<file path="src/rtl/dks_pkg.sv">
// ----------------------------------------------------------------------------
// dks_pkg
// Shared types and constants for the descending key sorter.
// ----------------------------------------------------------------------------
`default_nettype none

package dks_pkg;

    // Record field widths.
    localparam int TAG_W = 16;
    localparam int KEY_W = 16;

    // Controller states.
    typedef enum logic [2:0] {
        ST_LOAD,    // collect records from the input stream
        ST_ROW,     // fetch the head entry of the current row
        ST_SCAN,    // stream the later entries through the compare stage
        ST_DRAIN,   // let the last compare of the row finish
        ST_PUT,     // write the row winner back to its position
        ST_FETCH,   // read the next sorted record
        ST_SHOW     // present the record until the transaction completes
    } state_t;

    // Commands from the controller to the datapath.
    typedef struct packed {
        logic load_wr;  // store the incoming record at wr_addr
        logic rd_en;    // read the stores at rd_addr
        logic rd_cmp;   // the read feeds the compare stage
        logic rd_head;  // the read is the head entry of a row
        logic held_wr;  // write the held record at wr_addr
    } cmd_t;

endpackage

`default_nettype wire

</file>
<file path="src/rtl/dks_datapath.sv">
// ----------------------------------------------------------------------------
// dks_datapath
// Record stores, registered read port, and the compare and swap stage.
// ----------------------------------------------------------------------------
`default_nettype none

module dks_datapath #(
    parameter int AW = 6
) (
    input  wire logic                     aclk,
    input  wire logic                     aresetn,
    input  wire dks_pkg::cmd_t            cmd,
    input  wire logic [AW-1:0]            wr_addr,
    input  wire logic [AW-1:0]            rd_addr,
    input  wire logic [dks_pkg::TAG_W-1:0] in_tag,
    input  wire logic [dks_pkg::KEY_W-1:0] in_key,
    output logic      [dks_pkg::TAG_W-1:0] out_tag,
    output logic      [dks_pkg::KEY_W-1:0] out_key
);

    localparam int DEPTH = 1 << AW;

    // Record stores, one write and one read port.
    logic [dks_pkg::KEY_W-1:0] key_mem [DEPTH];
    logic [dks_pkg::TAG_W-1:0] tag_mem [DEPTH];

    logic [dks_pkg::KEY_W-1:0] rd_key_reg;
    logic [dks_pkg::TAG_W-1:0] rd_tag_reg;

    // Compare stage tracking, aligned with the read data.
    logic          p_valid_reg;
    logic          p_head_reg;
    logic [AW-1:0] p_addr_reg;

    // Running winner of the current row.
    logic [dks_pkg::KEY_W-1:0] held_key_reg;
    logic [dks_pkg::TAG_W-1:0] held_tag_reg;

    logic                      swap;
    logic                      mem_we;
    logic [AW-1:0]             mem_waddr;
    logic [dks_pkg::KEY_W-1:0] mem_wkey;
    logic [dks_pkg::TAG_W-1:0] mem_wtag;

    // A later entry with a strictly greater key displaces the held one.
    assign swap = p_valid_reg && !p_head_reg && (rd_key_reg > held_key_reg);

    // Write port selection: load, row write-back, or swap write.
    always_comb begin
        mem_we    = 1'b0;
        mem_waddr = wr_addr;
        mem_wkey  = held_key_reg;
        mem_wtag  = held_tag_reg;
        if (cmd.load_wr) begin
            mem_we   = 1'b1;
            mem_wkey = in_key;
            mem_wtag = in_tag;
        end else if (cmd.held_wr) begin
            mem_we = 1'b1;
        end else if (swap) begin
            mem_we    = 1'b1;
            mem_waddr = p_addr_reg;
        end
    end

    // Store write and registered read.
    always_ff @(posedge aclk) begin
        if (mem_we) begin
            key_mem[mem_waddr] <= mem_wkey;
            tag_mem[mem_waddr] <= mem_wtag;
        end
        if (cmd.rd_en) begin
            rd_key_reg <= key_mem[rd_addr];
            rd_tag_reg <= tag_mem[rd_addr];
        end
    end

    // Compare stage control.
    always_ff @(posedge aclk) begin
        if (!aresetn) begin
            p_valid_reg <= 1'b0;
        end else begin
            p_valid_reg <= cmd.rd_en && cmd.rd_cmp;
        end
        p_head_reg <= cmd.rd_head;
        p_addr_reg <= rd_addr;
    end

    // Held record: loaded from the row head, replaced on each swap.
    always_ff @(posedge aclk) begin
        if ((p_valid_reg && p_head_reg) || swap) begin
            held_key_reg <= rd_key_reg;
            held_tag_reg <= rd_tag_reg;
        end
    end

    assign out_tag = rd_tag_reg;
    assign out_key = rd_key_reg;

endmodule

`default_nettype wire

</file>
<file path="src/rtl/dks_ctrl.sv">
// ----------------------------------------------------------------------------
// dks_ctrl
// Sequencer for loading, exchange sorting and emitting the record list.
// ----------------------------------------------------------------------------
`default_nettype none

module dks_ctrl #(
    parameter int MAX_RECORDS = 64,
    parameter int AW          = 6,
    parameter int CW          = 7
) (
    input  wire logic          aclk,
    input  wire logic          aresetn,
    input  wire logic          s_tvalid,
    input  wire logic          s_tlast,
    output logic               s_tready,
    output logic               m_tvalid,
    input  wire logic          m_tready,
    output logic               m_tlast,
    output logic               m_tuser,
    output dks_pkg::cmd_t      cmd,
    output logic [AW-1:0]      wr_addr,
    output logic [AW-1:0]      rd_addr
);

    dks_pkg::state_t state_reg, state_next;
    logic [CW-1:0] count_reg, count_next;
    logic          ovf_reg, ovf_next;
    logic [AW-1:0] i_reg, i_next;
    logic [AW-1:0] j_reg, j_next;
    logic [AW-1:0] k_reg, k_next;

    logic          space;
    logic [CW-1:0] n_after;
    logic [CW-1:0] cnt_m1;
    logic [AW-1:0] last_idx;
    logic          s_accept;

    assign space    = count_reg < CW'(MAX_RECORDS);
    assign n_after  = count_reg + CW'(space);
    assign cnt_m1   = count_reg - CW'(1);
    assign last_idx = cnt_m1[AW-1:0];
    assign s_accept = s_tvalid && s_tready;

    // State and counter registers.
    always_ff @(posedge aclk) begin
        if (!aresetn) begin
            state_reg <= dks_pkg::ST_LOAD;
            count_reg <= '0;
            ovf_reg   <= 1'b0;
            i_reg     <= '0;
            j_reg     <= '0;
            k_reg     <= '0;
        end else begin
            state_reg <= state_next;
            count_reg <= count_next;
            ovf_reg   <= ovf_next;
            i_reg     <= i_next;
            j_reg     <= j_next;
            k_reg     <= k_next;
        end
    end

    // Next state, counters and datapath commands.
    always_comb begin
        state_next = state_reg;
        count_next = count_reg;
        ovf_next   = ovf_reg;
        i_next     = i_reg;
        j_next     = j_reg;
        k_next     = k_reg;
        cmd        = '0;
        wr_addr    = i_reg;
        rd_addr    = k_reg;
        s_tready   = 1'b0;
        m_tvalid   = 1'b0;
        m_tlast    = 1'b0;
        m_tuser    = ovf_reg;
        case (state_reg)
            dks_pkg::ST_LOAD: begin
                // No transaction is taken while reset is held.
                s_tready = aresetn;
                wr_addr  = count_reg[AW-1:0];
                if (s_accept) begin
                    if (space) begin
                        cmd.load_wr = 1'b1;
                        count_next  = n_after;
                    end else begin
                        ovf_next = 1'b1;
                    end
                    if (s_tlast) begin
                        i_next = '0;
                        k_next = '0;
                        if (n_after >= CW'(2)) begin
                            state_next = dks_pkg::ST_ROW;
                        end else begin
                            state_next = dks_pkg::ST_FETCH;
                        end
                    end
                end
            end
            dks_pkg::ST_ROW: begin
                cmd.rd_en   = 1'b1;
                cmd.rd_cmp  = 1'b1;
                cmd.rd_head = 1'b1;
                rd_addr     = i_reg;
                j_next      = i_reg + AW'(1);
                state_next  = dks_pkg::ST_SCAN;
            end
            dks_pkg::ST_SCAN: begin
                cmd.rd_en  = 1'b1;
                cmd.rd_cmp = 1'b1;
                rd_addr    = j_reg;
                if (j_reg == last_idx) begin
                    state_next = dks_pkg::ST_DRAIN;
                end else begin
                    j_next = j_reg + AW'(1);
                end
            end
            dks_pkg::ST_DRAIN: begin
                state_next = dks_pkg::ST_PUT;
            end
            dks_pkg::ST_PUT: begin
                cmd.held_wr = 1'b1;
                if (CW'(i_reg) + CW'(2) == count_reg) begin
                    k_next     = '0;
                    state_next = dks_pkg::ST_FETCH;
                end else begin
                    i_next     = i_reg + AW'(1);
                    state_next = dks_pkg::ST_ROW;
                end
            end
            dks_pkg::ST_FETCH: begin
                cmd.rd_en  = 1'b1;
                state_next = dks_pkg::ST_SHOW;
            end
            dks_pkg::ST_SHOW: begin
                m_tvalid = 1'b1;
                m_tlast  = (k_reg == last_idx);
                if (m_tready) begin
                    if (k_reg == last_idx) begin
                        count_next = '0;
                        ovf_next   = 1'b0;
                        state_next = dks_pkg::ST_LOAD;
                    end else begin
                        k_next     = k_reg + AW'(1);
                        state_next = dks_pkg::ST_FETCH;
                    end
                end
            end
            default: begin
                state_next = dks_pkg::ST_LOAD;
            end
        endcase
    end

    // The fill count never passes the capacity.
    a_count_bound: assert property (@(posedge aclk) disable iff (!aresetn)
        count_reg <= CW'(MAX_RECORDS))
        else $error("record count beyond capacity");

    // The write port is never claimed twice in one cycle.
    a_one_writer: assert property (@(posedge aclk) disable iff (!aresetn)
        !(cmd.load_wr && cmd.held_wr))
        else $error("load and row write-back collide");

    // A stalled result keeps its position in the list.
    a_show_hold: assert property (@(posedge aclk) disable iff (!aresetn)
        (state_reg == dks_pkg::ST_SHOW && !m_tready)
        |=> (state_reg == dks_pkg::ST_SHOW && $stable(k_reg)))
        else $error("stalled result moved");

    // A record taken at full capacity raises the overflow flag.
    a_ovf_set: assert property (@(posedge aclk) disable iff (!aresetn)
        (s_accept && !space && !s_tlast) |=> ovf_reg)
        else $error("dropped record did not set overflow");

    // No input is taken while results are pending.
    a_no_overlap: assert property (@(posedge aclk) disable iff (!aresetn)
        !(s_tready && m_tvalid))
        else $error("input and output active together");

endmodule

`default_nettype wire

</file>
<file path="src/rtl/descending_key_sorter_core.sv">
// ----------------------------------------------------------------------------
// descending_key_sorter_core
// Loads a list of tagged records, exchange sorts it by descending key and
// streams the sorted records out.
// ----------------------------------------------------------------------------
//
//   Channel  Direction  Contents
//   s_       in         tdata: tag, sort_key; tlast: last_item
//   m_       out        tdata: out_tag, out_key; tlast: last_result;
//                       tuser: overflow
//
// Loading accepts one record per cycle. After the closing record, the list
// is sorted row by row through the single compare stage on the record
// store's one read port, then each record is emitted through a fetch state
// and a show state. Reset is synchronous and needs no store clearing pass;
// s_tready is low during reset and the first record can be taken right after
// release. s_tready is low while sorting and emitting; a stalled m_
// transaction simply holds its record.
// ----------------------------------------------------------------------------
`default_nettype none

module descending_key_sorter_core #(
    parameter int MAX_RECORDS = 64
) (
    input  wire logic        aclk,
    input  wire logic        aresetn,
    input  wire logic        s_tvalid,
    output logic             s_tready,
    input  wire logic [31:0] s_tdata,   // [15:0] tag, [31:16] sort_key
    input  wire logic        s_tlast,
    output logic             m_tvalid,
    input  wire logic        m_tready,
    output logic      [31:0] m_tdata,   // [15:0] out_tag, [31:16] out_key
    output logic             m_tlast,
    output logic             m_tuser    // [0] overflow
);

    localparam int AW = (MAX_RECORDS > 1) ? $clog2(MAX_RECORDS) : 1;
    localparam int CW = $clog2(MAX_RECORDS + 1);

    dks_pkg::cmd_t cmd;
    logic [AW-1:0] wr_addr;
    logic [AW-1:0] rd_addr;
    logic [dks_pkg::TAG_W-1:0] out_tag;
    logic [dks_pkg::KEY_W-1:0] out_key;

    // Sequencer.
    dks_ctrl #(
        .MAX_RECORDS (MAX_RECORDS),
        .AW          (AW),
        .CW          (CW)
    ) u_ctrl (
        .aclk     (aclk),
        .aresetn  (aresetn),
        .s_tvalid (s_tvalid),
        .s_tlast  (s_tlast),
        .s_tready (s_tready),
        .m_tvalid (m_tvalid),
        .m_tready (m_tready),
        .m_tlast  (m_tlast),
        .m_tuser  (m_tuser),
        .cmd      (cmd),
        .wr_addr  (wr_addr),
        .rd_addr  (rd_addr)
    );

    // Record stores and compare stage.
    dks_datapath #(
        .AW (AW)
    ) u_datapath (
        .aclk    (aclk),
        .aresetn (aresetn),
        .cmd     (cmd),
        .wr_addr (wr_addr),
        .rd_addr (rd_addr),
        .in_tag  (s_tdata[15:0]),
        .in_key  (s_tdata[31:16]),
        .out_tag (out_tag),
        .out_key (out_key)
    );

    assign m_tdata = {out_key, out_tag};

endmodule

`default_nettype wire
</file>
<file path="config.mk">
export PLATFORM = sky130hd
export DESIGN_NAME = descending_key_sorter_core
export DESIGN_NICKNAME = d
export VERILOG_FILES = /design/src/rtl/dks_pkg.sv /design/src/rtl/dks_datapath.sv /design/src/rtl/dks_ctrl.sv /design/src/rtl/descending_key_sorter_core.sv
export SDC_FILE = /design/constraint.sdc
export NUM_CORES = 2
export LEC_CHECK = 0
export ABC_AREA = 1
export ABC_CLOCK_PERIOD_IN_PS = 6370
export BUFFER_PORTS_ARGS = -buffer_cell sky130_fd_sc_hd__buf_2
export CAP_MARGIN = 10
export CORE_ASPECT_RATIO = 0.7
export CORE_MARGIN = 1.5
export CORE_UTILIZATION = 55
export CTS_CLUSTER_SIZE = 20
export DETAILED_ROUTE_END_ITERATION = 7
export PLACE_DENSITY_LB_ADDON = 0.05
export SETUP_SLACK_MARGIN = 0.3
export SLEW_MARGIN = 20
export SYNTH_ARGS = -nofsm -noshare
export SYNTH_HDL_FRONTEND = slang
export SYNTH_SLANG_ARGS = --single-unit
</file>
<file path="constraint.sdc">
create_clock -name aclk -period 6.37 [get_ports aclk]
set_input_delay 0.637 -clock aclk [delete_from_list [all_inputs] [get_ports aclk]]
set_output_delay 0.637 -clock aclk [all_outputs]
set_load 0.005 [all_outputs]
</file>
==> metrics list <==
- The flow ran to the end, but the final reports show violations.
- The checks that failed: DRC.
- Summed over all instances, the cell type with the most area after synthesis is edfxtp_1.
- CTS saw 2149 sinks.
- Clock Skew: 0.0282 ns
- CP max FO: 17
- Synth Flop Type: edfxtp_1
- Static leakage power: 40.8 nW
- Relative to the synthesized area, the layout overhead comes to 10.5%.
- The tool flagged a number of max-cap violations equal to 0.
* Antenna violations before repair: 11
* Post-synth design cell area: 0.0953 mm²
- Hpwl dp: 164 mm
* Data arrival time of the critical path: 5.17 ns
* Clock tree from TritonCTS: yes
- After synthesis, the netlist uses 41 different library cells.
* H-tree level count: 4
- The detail route stage leaves a number of antenna-violating nets equal to 0.
* Net count of the mapped netlist: 8684
- In the routed design, unresolved DRC markers number 2.
- Setup repair after global routing left no endpoint under its margin.
- Adding up every negative setup slack in the final design gives 0 ns.
- Worst relative slew slack: 18.3%
- Least-Margin Pin Slew: 1.23 ns
- Drt first-iter violations: 9304
* Final Hold Viols: 0
* Sum of routed wire length over all layers: 288 mm
- Power per cell area: 522 mW/mm²
* Number of vias in the routed layout: 65200
- Cell count after synthesis: 8624
- Total Die Area: 0.176 mm²
- Final max-slew violation count: 0
* Min-Delay Path Class: in2reg
- Post-CTS repair changed the size of 0 cells.
- The largest registers in the layout are u_datapath.key_mem: 1024 flops, u_datapath.tag_mem: 1024 flops.
* Critical path startpoint category: flop
- Port buffering added 72 buffers.
* Maximum resistive drop on vdd: 0.000750 V
* Vias in the first global route: 59500
- Maximum number of pins on one net before global-route repair: 182
- Maximum clock insertion buffer count: 3
- Final weighted congestion of routability-driven global placement: 0.986
- Clock slew seen by the registers of the worst setup and hold paths: 0.06 ns
- Area of the core: 0.172 mm²
- The number of clock buffers added by TritonCTS is 201.
- The worst register-to-register path has a setup slack of 1.70 ns.
- Die Ht: 351 µm
* Row count: 127
* Overall track demand over capacity in global routing: 32.4%
- Of the synthesized area, sequential elements account for 67.3%.
- Kind of critical path: reg2reg
- Horizontal die dimension: 500 µm
- Share of Yosys cell area claimed by the top area cell type: 66.6%
- Per-cell routed wire length: 26.3 µm
* Kind of end point of the critical path: flop
- Fmax: 214 MHz
* # Post-CTS Setup Buffers: 0
* Number of flops mapped to enable cells by yosys: 2112
* Worst path required time: 6.88 ns
- The first global-routing pass estimated 415 mm of wire.
- Clock latency reported for the late side of the worst-skew pair: 0.85 ns
- The design draws 54.9 mW.
- After filler insertion, the fill cell instance count of the layout stands at 13700.
- Top post-synthesis cells by area: edfxtp_1 67%, nand3_1 11%, nand3b_1 6.1%, nand2_1 5.7%, inv_1 4.8%
- Fraction of layout cells with a size suffix above 1: 7.65%
- Number of register bits inferred by synthesis: 2149
- Hold repair after CTS inserted 0 buffers.
* Count of yosys warnings during synthesis: 0
- Async SR Flop Fraction: 0%
* Post-route minimum period: 4.67 ns
* Leftover overflow at the end of global routing: 0
- Post-Synthesis Mean Instance Area: 11.0 µm²
* Count of pins on the block boundary: 73
* Root buffer cell: clkbuf_16
* Setup violations, final: 0
- After detailed routing, the number of vias per cell comes to 5.97.
* Starting density of the core: 55.5%
* Length of the first detailed-routing pass in iterations: 8
- Final worst-path cycle share: 73.3%
- Net total in the final layout: 8553
==> per-stage QoR <==
step | utilization [%] | setup WS [ns] | cell area (µm²) | cells | hold WS, ns
final | 61.4 | 1.70 | 105000 | 10900 | 0.192
after global routing | 61.4 | 1.52 | 105000 | 10900 | 0.152
after CTS | 61.1 | 1.70 | 105000 | 10900 | 0.119
after detailed placement | 57.3 | 1.53 | 98300 | 10500 | 0.462
after global placement | 57.1 | 1.58 | 98000 | 10500 | 0.451
after floorplan | - | 1.68 | 95300 | 8624 | 0.452
==> cell usage in the layout, fill, tap and decap left out, drive strengths merged <==
master       n
nand3     2157
edfxtp    2112
nand2     1455
inv       1230
nand3b     769
clkbuf     243
buf        235
nor2       133
clkinv      85
o21ai       60
dfxtp       37
bufinv      25
a21oi       24
ha          23
nand4       20
xor2        18
clkinvlp    10
xnor2        7
diode        4
o22ai        2
a21boi       2
or2          2
nor3         2
o211ai       2
o21a         1
a21o         1
nor3b        1
nor4         1
==> cell families after synthesis <==
group	after synthesis	share of synthesized area, %
AO/OA/AOI/OAI	92	0.523
XOR/XNOR	25	0.230
adder cells (fa/ha/maj)	23	0.302
buffers and inverters	1795	7.65
flip-flops	2149	67.3
AND/OR/NAND/NOR	4540	23.9
==> final timing paths <==
check | start | to | depth (start not counted)
max reg2reg | u_datapath.held_key_reg[15] | u_datapath.key_mem[48][14] | 13
min reg2reg | u_ctrl.m_tuser | u_ctrl.m_tuser | 2
max | u_datapath.held_key_reg[15] | u_datapath.key_mem[48][14] | 13
min | aresetn | u_ctrl.j_reg[5] | 3
==> layout make-up <==
cell class	instances	area (µm²)	area share (%)
flip-flops and latches	2149	64200	60.9
multi-input cells	4680	24600	23.4
clock buffers	243	5380	5.11
inverters	1226	4640	4.40
well taps	2257	2820	2.68
repair buffers	235	2370	2.25
clock inverters	124	1260	1.20
diodes	4	10.0	0.00951
==> synthesized netlist by cell type (all sizes together) (2+ instances only) <==
cell,instances
nor2,133
or2,2
nand3,2157
dfxtp,37
clkbuf,182
xnor2,7
nand4,20
xor2,18
o211ai,2
inv,1224
a21oi,24
o22ai,2
o21ai,60
a21boi,2
nand3b,769
ha,23
buf,387
clkinv,2
edfxtp,2112
nand2,1455
nor3,2
==> routing by layer <==
metal,track usage [%],share of wire [%],routed length (µm),vias to the layer above
met5,0,0.0024,7,-
met4,11.5,3.7,10600,2
met3,7.67,11,32500,410
met2,46.1,43,123000,3537
met1,48.6,42,121000,31900
li1,-,-,-,29300
==> power breakdown <==
| group | switching, mW | leakage (nW) | internal (mW) |
|---|---|---|---|
| Combinational | 19.0 | 18.2 | 5.66 |
| Clock | 5.35 | 3.23 | 7.00 |
| Sequential | 0.360 | 19.3 | 17.6 |
==> worst max-delay path: stages (launching register included) <==
cell and delay [ns]:
edfxtp_1 0.36, inv_1 0.13, ha_1 0.26, nand2_1 0.09, nor2_1 0.07, nand2_1 0.12
o21ai_1 0.10, nor2_1 0.34, a21boi_1 0.52, nor2_1 0.15, nor2_2 0.21, nand2_1 0.70
nor2_4 0.85, buf_4 0.40
No activity file was read; power rests on OpenSTA's default activity.
